[src/rtl/core/string_to_signed_parser_assert.svh]
// Assertion macros for the string_to_signed_parser block.
// Used by the top level only; needs clk and rst in the including scope.
`ifndef STRING_TO_SIGNED_PARSER_ASSERT_SVH
`define STRING_TO_SIGNED_PARSER_ASSERT_SVH

`ifndef SYNTHESIS
// Implication checked on the same edge
`define SSP_ASSERT_IMPLY(label, ante, cons) \
  label: assert property (@(posedge clk) disable iff (rst) (ante) |-> (cons)) \
    else $error("string_to_signed_parser assertion failed");
// Implication checked on the next edge
`define SSP_ASSERT_NEXT(label, ante, cons) \
  label: assert property (@(posedge clk) disable iff (rst) (ante) |=> (cons)) \
    else $error("string_to_signed_parser assertion failed");
`else
`define SSP_ASSERT_IMPLY(label, ante, cons)
`define SSP_ASSERT_NEXT(label, ante, cons)
`endif

`endif

[src/rtl/core/ssp_pkg.sv]
// Shared types and constants for the string_to_signed_parser block.
// No dependencies; imported by ssp_decode, ssp_parse and the top level.
package ssp_pkg;

  localparam int MAX_LENGTH = 4096;
  localparam int IDX_W      = 13;
  localparam int BASE_W     = 6;
  localparam int MAG_W      = 32;
  localparam int PROD_W     = MAG_W + BASE_W;

  localparam logic [BASE_W-1:0] BASE_RESET = BASE_W'(10);
  localparam logic [BASE_W-1:0] BASE_AUTO  = BASE_W'(0);
  localparam logic [BASE_W-1:0] BASE_DEC   = BASE_W'(10);
  localparam logic [BASE_W-1:0] BASE_OCT   = BASE_W'(8);
  localparam logic [BASE_W-1:0] BASE_HEX   = BASE_W'(16);
  localparam logic [BASE_W-1:0] BASE_MAX   = BASE_W'(36);
  localparam logic [BASE_W-1:0] NO_DIGIT   = '1;

  typedef enum logic [2:0] {
    PH_SPACE  = 3'd0,
    PH_SIGN   = 3'd1,
    PH_PREFIX = 3'd2,
    PH_AFTERX = 3'd3,
    PH_DIGITS = 3'd4,
    PH_OVER   = 3'd5,
    PH_STOP   = 3'd6
  } phase_t;

  // Classification of one string byte
  typedef struct packed {
    logic              is_nul;
    logic              is_space;
    logic              is_plus;
    logic              is_minus;
    logic              is_zero;
    logic              is_x;
    logic [BASE_W-1:0] digit;
  } char_class_t;

  // Result of a string, valid at its zero byte
  typedef struct packed {
    logic [MAG_W-1:0] value;
    logic [IDX_W-1:0] offset;
    logic             conv;
  } result_t;

endpackage

[src/rtl/core/ssp_decode.sv]
// Byte classifier: white space, sign, prefix letters and digit value.
// Depends on ssp_pkg.
module ssp_decode (
  input  logic [7:0]          char_code,
  output ssp_pkg::char_class_t cls
);
  import ssp_pkg::*;

  always_comb begin
    cls.is_nul   = (char_code == 8'd0);
    cls.is_space = (char_code == 8'd32) || (char_code >= 8'd9 && char_code <= 8'd13);
    cls.is_plus  = (char_code == 8'h2B);
    cls.is_minus = (char_code == 8'h2D);
    cls.is_zero  = (char_code == 8'h30);
    cls.is_x     = (char_code == 8'h78) || (char_code == 8'h58);
    // Map 0-9, a-z, A-Z to 0..35; anything else is no digit
    if (char_code >= 8'h30 && char_code <= 8'h39) begin
      cls.digit = BASE_W'(char_code - 8'h30);
    end else if (char_code >= 8'h61 && char_code <= 8'h7A) begin
      cls.digit = BASE_W'(char_code - 8'h61 + 8'd10);
    end else if (char_code >= 8'h41 && char_code <= 8'h5A) begin
      cls.digit = BASE_W'(char_code - 8'h41 + 8'd10);
    end else begin
      cls.digit = NO_DIGIT;
    end
  end

endmodule

[src/rtl/core/ssp_parse.sv]
// Parser state and one-byte step: phase, sign, base, magnitude, offset.
// Depends on ssp_pkg; fed by ssp_decode through the top level.
module ssp_parse (
  input  logic                      clk,
  input  logic                      rst,
  input  logic                      step,
  input  ssp_pkg::char_class_t      cls,
  input  logic [ssp_pkg::BASE_W-1:0] number_base,
  output ssp_pkg::result_t          res
);
  import ssp_pkg::*;

  phase_t             phase, phase_next;
  logic               negative, negative_next;
  logic [BASE_W-1:0]  active_base, active_base_next;
  logic [MAG_W-1:0]   magnitude, magnitude_next;
  logic               any_digit, any_digit_next;
  logic [IDX_W-1:0]   char_index, char_index_next;

  logic               do_digit, over, bump, dec, sign_zero;
  logic [BASE_W-1:0]  sel_base;
  logic [PROD_W-1:0]  prod, cutoff;
  logic [IDX_W-1:0]   end_idx;

  // Multiply-add for the digit path
  assign cutoff = negative ? PROD_W'(33'h080000000) : PROD_W'(33'h07FFFFFFF);
  assign prod   = PROD_W'(magnitude) * PROD_W'(active_base_next) + PROD_W'(cls.digit);

  // Result seen at the zero byte
  always_comb begin
    end_idx = char_index;
    if (phase == PH_AFTERX && char_index != '0) begin
      end_idx = char_index - IDX_W'(1);
    end
    res.conv   = any_digit;
    res.offset = any_digit ? end_idx : '0;
    res.value  = any_digit ? (negative ? MAG_W'(0) - magnitude : magnitude) : '0;
  end

  // Next state for one byte
  always_comb begin
    phase_next       = phase;
    negative_next    = negative;
    active_base_next = active_base;
    magnitude_next   = magnitude;
    any_digit_next   = any_digit;
    do_digit         = 1'b0;
    over             = 1'b0;
    bump             = 1'b0;
    dec              = 1'b0;
    sel_base         = (phase == PH_SPACE) ? number_base : active_base;
    sign_zero        = (sel_base == BASE_AUTO || sel_base == BASE_HEX) && cls.is_zero;

    case (phase)
      PH_SPACE, PH_SIGN: begin
        if (phase == PH_SPACE && cls.is_space) begin
          bump = 1'b1;
        end else if (phase == PH_SPACE &&
                     (number_base == BASE_W'(1) || number_base > BASE_MAX)) begin
          phase_next = PH_STOP;
        end else if (phase == PH_SPACE && (cls.is_plus || cls.is_minus)) begin
          active_base_next = number_base;
          negative_next    = cls.is_minus;
          bump             = 1'b1;
          phase_next       = PH_SIGN;
        end else if (sign_zero) begin
          active_base_next = sel_base;
          any_digit_next   = 1'b1;
          magnitude_next   = '0;
          bump             = 1'b1;
          phase_next       = PH_PREFIX;
        end else begin
          active_base_next = (sel_base == BASE_AUTO) ? BASE_DEC : sel_base;
          phase_next       = PH_DIGITS;
          do_digit         = 1'b1;
        end
      end
      PH_PREFIX: begin
        if (cls.is_x) begin
          active_base_next = BASE_HEX;
          bump             = 1'b1;
          phase_next       = PH_AFTERX;
        end else begin
          active_base_next = (active_base == BASE_AUTO) ? BASE_OCT : active_base;
          phase_next       = PH_DIGITS;
          do_digit         = 1'b1;
        end
      end
      PH_AFTERX: begin
        if (cls.digit < BASE_HEX) begin
          phase_next = PH_DIGITS;
          do_digit   = 1'b1;
        end else begin
          dec        = (char_index != '0);
          phase_next = PH_STOP;
        end
      end
      PH_DIGITS, PH_OVER: begin
        over     = (phase == PH_OVER);
        do_digit = 1'b1;
      end
      default: begin
      end
    endcase

    // Accumulate one digit, saturate on overflow, stop on a non-digit
    if (do_digit) begin
      if (cls.digit >= active_base_next) begin
        phase_next = PH_STOP;
      end else if (over) begin
        bump = 1'b1;
      end else begin
        if (prod > cutoff) begin
          magnitude_next = MAG_W'(cutoff);
          phase_next     = PH_OVER;
        end else begin
          magnitude_next = MAG_W'(prod);
        end
        any_digit_next = 1'b1;
        bump           = 1'b1;
      end
    end

    // Saturating offset counter
    char_index_next = char_index;
    if (bump && char_index < IDX_W'(MAX_LENGTH)) begin
      char_index_next = char_index + IDX_W'(1);
    end else if (dec) begin
      char_index_next = char_index - IDX_W'(1);
    end
  end

  // State registers; rearm at the zero byte
  always_ff @(posedge clk) begin
    if (rst || (step && cls.is_nul)) begin
      phase       <= PH_SPACE;
      negative    <= 1'b0;
      active_base <= '0;
      magnitude   <= '0;
      any_digit   <= 1'b0;
      char_index  <= '0;
    end else if (step) begin
      phase       <= phase_next;
      negative    <= negative_next;
      active_base <= active_base_next;
      magnitude   <= magnitude_next;
      any_digit   <= any_digit_next;
      char_index  <= char_index_next;
    end
  end

endmodule

[src/rtl/core/string_to_signed_parser.sv]
// Top level of the streaming string-to-signed-integer parser.
// Depends on ssp_pkg, ssp_decode, ssp_parse and string_to_signed_parser_assert.svh.
`include "string_to_signed_parser_assert.svh"

// Streaming strtol for 32-bit signed results. Send a string one byte per
// beat, ended by a zero byte; the zero byte produces one result beat with the
// saturated value, the end offset and the converted flag, and the parser then
// rearms for the next string. The block takes one byte per cycle unless in_stall
// is high: each byte goes from the input register through one 32x6 multiply-add
// and compare into the parser state, and a result reaches the output register
// as its zero byte leaves the input register. Non-zero bytes keep flowing
// while a result waits on the output; only a zero byte waits for the output
// register to free up. Write number_base only while no string is in flight;
// it is sampled at the first byte of a string that is not white space.
module string_to_signed_parser (
  input  logic                       clk,
  input  logic                       rst,
  input  logic                       cfg_valid,
  output logic                       cfg_ready,
  input  logic [ssp_pkg::BASE_W-1:0] number_base,
  input  logic                       in_valid,
  output logic                       in_stall,
  input  logic [7:0]                 char_code,
  output logic                       out_valid,
  input  logic                       out_stall,
  output logic signed [31:0]         parsed_value,
  output logic [ssp_pkg::IDX_W-1:0]  end_offset,
  output logic                       converted
);
  import ssp_pkg::*;

  logic [BASE_W-1:0] base_reg;
  logic              r_valid;
  logic [7:0]        r_char;
  logic              out_free, proc_fire;
  char_class_t       cls;
  result_t           res;

  assign cfg_ready = 1'b1;

  // Configuration register
  always_ff @(posedge clk) begin
    if (rst) begin
      base_reg <= BASE_RESET;
    end else if (cfg_valid && cfg_ready) begin
      base_reg <= number_base;
    end
  end

  // Handshake: a zero byte needs a free output register
  assign out_free  = !out_valid || !out_stall;
  assign proc_fire = r_valid && (!cls.is_nul || out_free);
  assign in_stall  = r_valid && !proc_fire;

  // Input register
  always_ff @(posedge clk) begin
    if (rst) begin
      r_valid <= 1'b0;
    end else if (!in_stall) begin
      r_valid <= in_valid;
    end
  end

  always_ff @(posedge clk) begin
    if (in_valid && !in_stall) begin
      r_char <= char_code;
    end
  end

  ssp_decode u_decode (
    .char_code (r_char),
    .cls       (cls)
  );

  ssp_parse u_parse (
    .clk         (clk),
    .rst         (rst),
    .step        (proc_fire),
    .cls         (cls),
    .number_base (base_reg),
    .res         (res)
  );

  // Output register
  always_ff @(posedge clk) begin
    if (rst) begin
      out_valid <= 1'b0;
    end else if (out_free) begin
      out_valid <= proc_fire && cls.is_nul;
    end
  end

  always_ff @(posedge clk) begin
    if (out_free && proc_fire && cls.is_nul) begin
      parsed_value <= res.value;
      end_offset   <= res.offset;
      converted    <= res.conv;
    end
  end

  // Checks
  `SSP_ASSERT_IMPLY(a_stall_needs_item, in_stall, r_valid && cls.is_nul)
  `SSP_ASSERT_NEXT(a_result_from_nul, out_free && proc_fire && cls.is_nul, out_valid)
  `SSP_ASSERT_IMPLY(a_unconverted_zero, out_valid && !converted, {parsed_value, end_offset} == '0)
  `SSP_ASSERT_IMPLY(a_offset_bound, out_valid, end_offset <= IDX_W'(MAX_LENGTH))

endmodule

[config.mk]
export PLATFORM = sky130hd
export DESIGN_NAME = string_to_signed_parser
export DESIGN_NICKNAME = d
export VERILOG_FILES = /design/src/rtl/core/ssp_pkg.sv /design/src/rtl/core/ssp_decode.sv /design/src/rtl/core/ssp_parse.sv /design/src/rtl/core/string_to_signed_parser.sv
export VERILOG_INCLUDE_DIRS = /design/src /design/src/rtl/core
export SDC_FILE = /design/constraint.sdc
export NUM_CORES = 1
export LEC_CHECK = 0
export ABC_AREA = 1
export BUFFER_PORTS_ARGS = -buffer_cell sky130_fd_sc_hd__buf_2
export CAP_MARGIN = 15
export CORE_MARGIN = 10
export CORE_UTILIZATION = 58
export CTS_BUF_LIST = sky130_fd_sc_hd__clkbuf_4 sky130_fd_sc_hd__clkbuf_8 sky130_fd_sc_hd__clkbuf_16
export CTS_CLUSTER_DIAMETER = 200
export DETAILED_ROUTE_END_ITERATION = 10
export PLACE_DENSITY = 0.81
export SETUP_SLACK_MARGIN = 0.3
export SYNTH_ARGS = -nofsm -noshare
export SYNTH_HDL_FRONTEND = slang
export SYNTH_HIERARCHICAL = 1
export SYNTH_SLANG_ARGS = --single-unit
export TNS_END_PERCENT = 30
[constraint.sdc]
create_clock -name clk -period 7.9 [get_ports clk]
set_input_delay 0.79 -clock clk [delete_from_list [all_inputs] [get_ports clk]]
set_output_delay 0.79 -clock clk [all_outputs]
set_load 0.01 [all_outputs]
# == Word level (Yosys, flattened, before mapping) ==
# Index checks and enable logic that the tools add are counted.
# classes
bitwise,2
multipliers,1
magnitude_cmp,13
add_sub_neg,9
reduce_logical,39
muxes,63
eq_ne,13
# op_table
operator,count
$mux 32,11
$mux 6,11
$mux 13,3
$add 38x6->38,1
$gt 38x38->1,1
$mul 32x6->38,1
$eq 8x6->1 const B,4
$sub 1x32->32 const A,1
$mux 3,9
$mux 1,24
$eq 8x7->1 const B,2
$ge 8x7->1 const B,2
$le 8x7->1 const B,2
$logic_and 1x1->1,16
$add 13x1->13 const B,1
$lt 13x13->1 const B,1
$reduce_bool 13->1,1
$sub 13x1->13 const B,1
$add 6x4->6 const B,2
$logic_not 6->1,2
$pmux 6 s2,1
$sub 6x6->6 const B,2
$pmux 3 s3,1
$ge 8x4->1 const B,1
24 further kinds,39
# totals
reg_bits,118
word_cells,153
inputBits,19

# == Logic depth before layout (Yosys ltp) ==
# depth
word_depth,17
depth_mapped,52
ltp_nobuf,51

# == Cells and area by module ==
# Netlist, hierarchy kept.
# by_module_without_submodules
module,area_per_inst_um2,cells_per_inst,seq_area_each_um2,instances
ssp_parse,12434.4,1958,1121.1,1
string_to_signed_parser,1941.9,100,1781.7,1
ssp_decode,523.0,104,0.0,1

# == Worst setup path before layout ==
# OpenSTA, ideal clock, no wires.
# synth_timing
kind,register -> register
from,reg r_char[0]
to,reg u_parse.magnitude[2]
slack_ns,0.360
setup_ns,0.132
synth_period_minus_slack_ns,7.540
stages_incl_launch_ff,48
arrival_ns,7.407
cell_sequence,edfxtp_1 inv_1 ha_1 o21ai_2 a21oi_1 o22ai_1 nand2_1 nand2_1 a221oi_1 o31ai_1 o21ai_1 clkinv_1 nand2_1 fa_1 fa_1 inv_1 fa_1 inv_1 [12 not listed] o21ai_0 a21oi_1 or2_2 nand2_1 inv_1 ha_1 nand2_1 inv_1 nand4_1 nor2_1 nand3_1 nand2_1 nand4_4 a21oi_2 buf_4 o21ai_0 nand2_1 a21oi_1
# synth_lines
element,line,source
start: declaration,string_to_signed_parser.sv:34,logic [7:0] r_char;
start signal: assignment,string_to_signed_parser.sv:66,r_char <= char_code;
end signal: assignment,ssp_parse.sv:146,magnitude <= magnitude_next;
end: declaration,ssp_parse.sv:16,"logic [MAG_W-1:0] magnitude, magnitude_next;"

==> results.cfg <==
[global_routing]
grt-ovfl-total = 0
grt_pass1_vias = 14400
grt_first_pass_wirelength_um = 72000
antenna_found_initial = 0
gr-usage-all-layers_pct = 26.4
grt_max_degree = 58

[route]
drtPass1Iterations = 7
vias_per_cell = 5.75
first_iter_violations = 1958
wirelength_um = 45300
drc_errors = 0
ant_nets = 0
routedWlPerCell_um = 17.4
vias = 15000

[setup_path]
path_max_fanout = 6
crit_type = flip-flop to flip-flop
cp_slowest_stage_delay_ns = 0.52
crit_top_cell = nand2_1
required_ns = 8.25
cp.arrival_ns = 8.05
end_kind = flip-flop
slowest_stage = fa_1
crit_path_start_kind = flip-flop

[floorplanning]
dieArea_um2 = 32500
num_rows = 58
coreArea_um2 = 25300
die-height_um = 180
initial_core_util_pct = 59.0
io-pin-count = 68
die_w_um = 180

[placement]
place_hpwl_um = 33500
dp_slack_ns = -0.100
place.gp.congestion = 0.989
portBuffers = 66

[cts]
htreeDepth = 4
cts_tree = built
clk_transition_reported_paths_ns = 0.06
clock_path_buffers = 2
cts_buffers = 17
cts_num_sinks = 118
cts_root_buf = clkbuf_16
clk_latency_ns = 0.43

[logic_synthesis]
synth_top_family_by_area = adder cells
yosys_warnings = 6
synth-xor-area-share_pct = 2.94
synthTopCellsByCount = nand2_1 (621), inv_1 (350), nor2_1 (211)
yosys.area_share.simple_pct = 26.5
yosysTopAreaCell = fa_1
synth_fp_nets = 2437
synthDistinctLibCells = 55
synth_edf_count = 54
yosys_register_bits = 118
netlist_instances = 2162
synth.area.mux_share_pct = 0
synthArstFlopShare_pct = 0
syn-cell-area_um2 = 14900
yosysSeqAreaShare_pct = 19.5
synth_most_common_cell = nand2_1
synthDominantCellAreaShare_pct = 16.7
ys.flop_type = dfxtp_1
synth_fa_ha_area_share_pct = 27.7
synth_area_leaders = fa_1 (17%), nand2_1 (16%), ha_1 (11%)
avgSynthCellArea_um2 = 6.89
synth_compound_area_share_pct = 11.6

[timing]
worst_slew_pin_slew_ns = 0.990
period_share_pct = 97.4
fmax_mhz = 130
fin_crit_ns = 7.69
max_slew_margin_pct = 33.9
rsz0062_at_grt = true
slew_viol_final = 0
setup_tns_ns = 0
final-hold-violation-count = 0
setup_slack_ns = 0.208
setup_viol = 0
finClkSkew_ns = 0.0132

[finish]
n_fill_cell = 1975
reg_top3 = parsed_value (32), u_parse/magnitude (32)
fin_nets = 2541
drive_gt1_share_pct = 17.0
syn2layout_area_growth_pct = 19.3
diodes = 0

[power]
leakage_nw = 9.34
vdd_drop_max_mv = 0.151
p_per_area_nw_per_um2 = 165

[worst_hold_path]
min_path_type = flip-flop to flip-flop

[job]
max-cap-violations = 0

[outcome]
status = finished clean
layer usage:
metal / wire (µm) / GRT usage, %
met2: 21400 / 44.4
met4: 1700 / 8.27
met1: 17700 / 34.1
met3: 4500 / 4.34
met5: 0 / 0
kinds of logic after synthesis:
family          Yosys count
simple gates            971
buf+inv                 446
compound gates          320
fa+ha+maj               256
flops                   118
xor+xnor                 50
other cells               1
repair_timing:
item,in CTS,in global routing
setup endpoints to repair,33,33
pin swaps,12,72
cloned,1,5
hold buffers,0,0
gates resized for setup,54,151
buffers inserted,7,16
area by class of cell:
class	instances	area (µm²)	share of cell area, %
multi-input cells	1598	11100	62.5
flip-flops and latches	118	2910	16.3
inverters	364	1380	7.77
repair buffers	167	1340	7.53
clock buffers	18	433	2.44
well taps	330	413	2.32
clock inverters	14	199	1.12
stage by stage:
stage	cell area (µm²)	utilization [%]	total power [mW]	std cells	hold WS (ns)
after floorplan	14900	-	1.45	2162	0.471
after global placement	15900	63.0	1.79	2548	0.502
after detailed placement	15900	63.0	1.81	2548	0.503
after CTS	16800	66.7	2.72	2588	0.509
after global routing	17800	70.4	3.07	2609	0.538
final	17800	70.4	2.92	2609	0.511
power breakdown:
part           switching [mW]  internal (mW)  leakage, nW
registers              0.0545          0.662         1.04
logic                   0.823          0.550         8.01
clock network           0.301          0.533        0.298
total                    1.18           1.75         9.34
worst paths after layout:
kind                                      start                                 end  slack [ns]  depth (start not counted)
max                         r_char[0]$_DFFE_PP_  u_parse/magnitude[11]$_SDFFE_PP0P_        0.21                         49
min          u_parse/char_index[0]$_SDFFE_PP0P_  u_parse/char_index[0]$_SDFFE_PP0P_        0.51                          2
max reg2reg                 r_char[0]$_DFFE_PP_  u_parse/magnitude[11]$_SDFFE_PP0P_        0.21                         49
min reg2reg  u_parse/char_index[0]$_SDFFE_PP0P_  u_parse/char_index[0]$_SDFFE_PP0P_        0.51                          2
placed cells by master, fill, tap and decap left out, types with 23 or more instances in the layout:
master / instances
o21ai_0: 89
ha_1: 105
inv_1: 338
nand2_1: 595
buf_4: 79
a21oi_1: 147
nand2_2: 30
nor2_1: 185
edfxtp_1: 54
nor2_2: 26
nor3_1: 23
fa_1: 122
nand3_1: 52
buf_2: 66
dfxtp_1: 62
ha_4: 24
xor2_1: 28
critical path: cells and delay by family, from the launching register on:
family | cells | cell delay, ns
flip-flops | 1 | 0.41
adder cells (fa/ha/maj) | 7 | 2.76
buffers and inverters | 10 | 1.04
XOR/XNOR | 1 | 0.20
AO/OA/AOI/OAI | 6 | 0.98
AND/OR/NAND/NOR | 25 | 2.24
No activity file was read; power rests on OpenSTA's default activity.
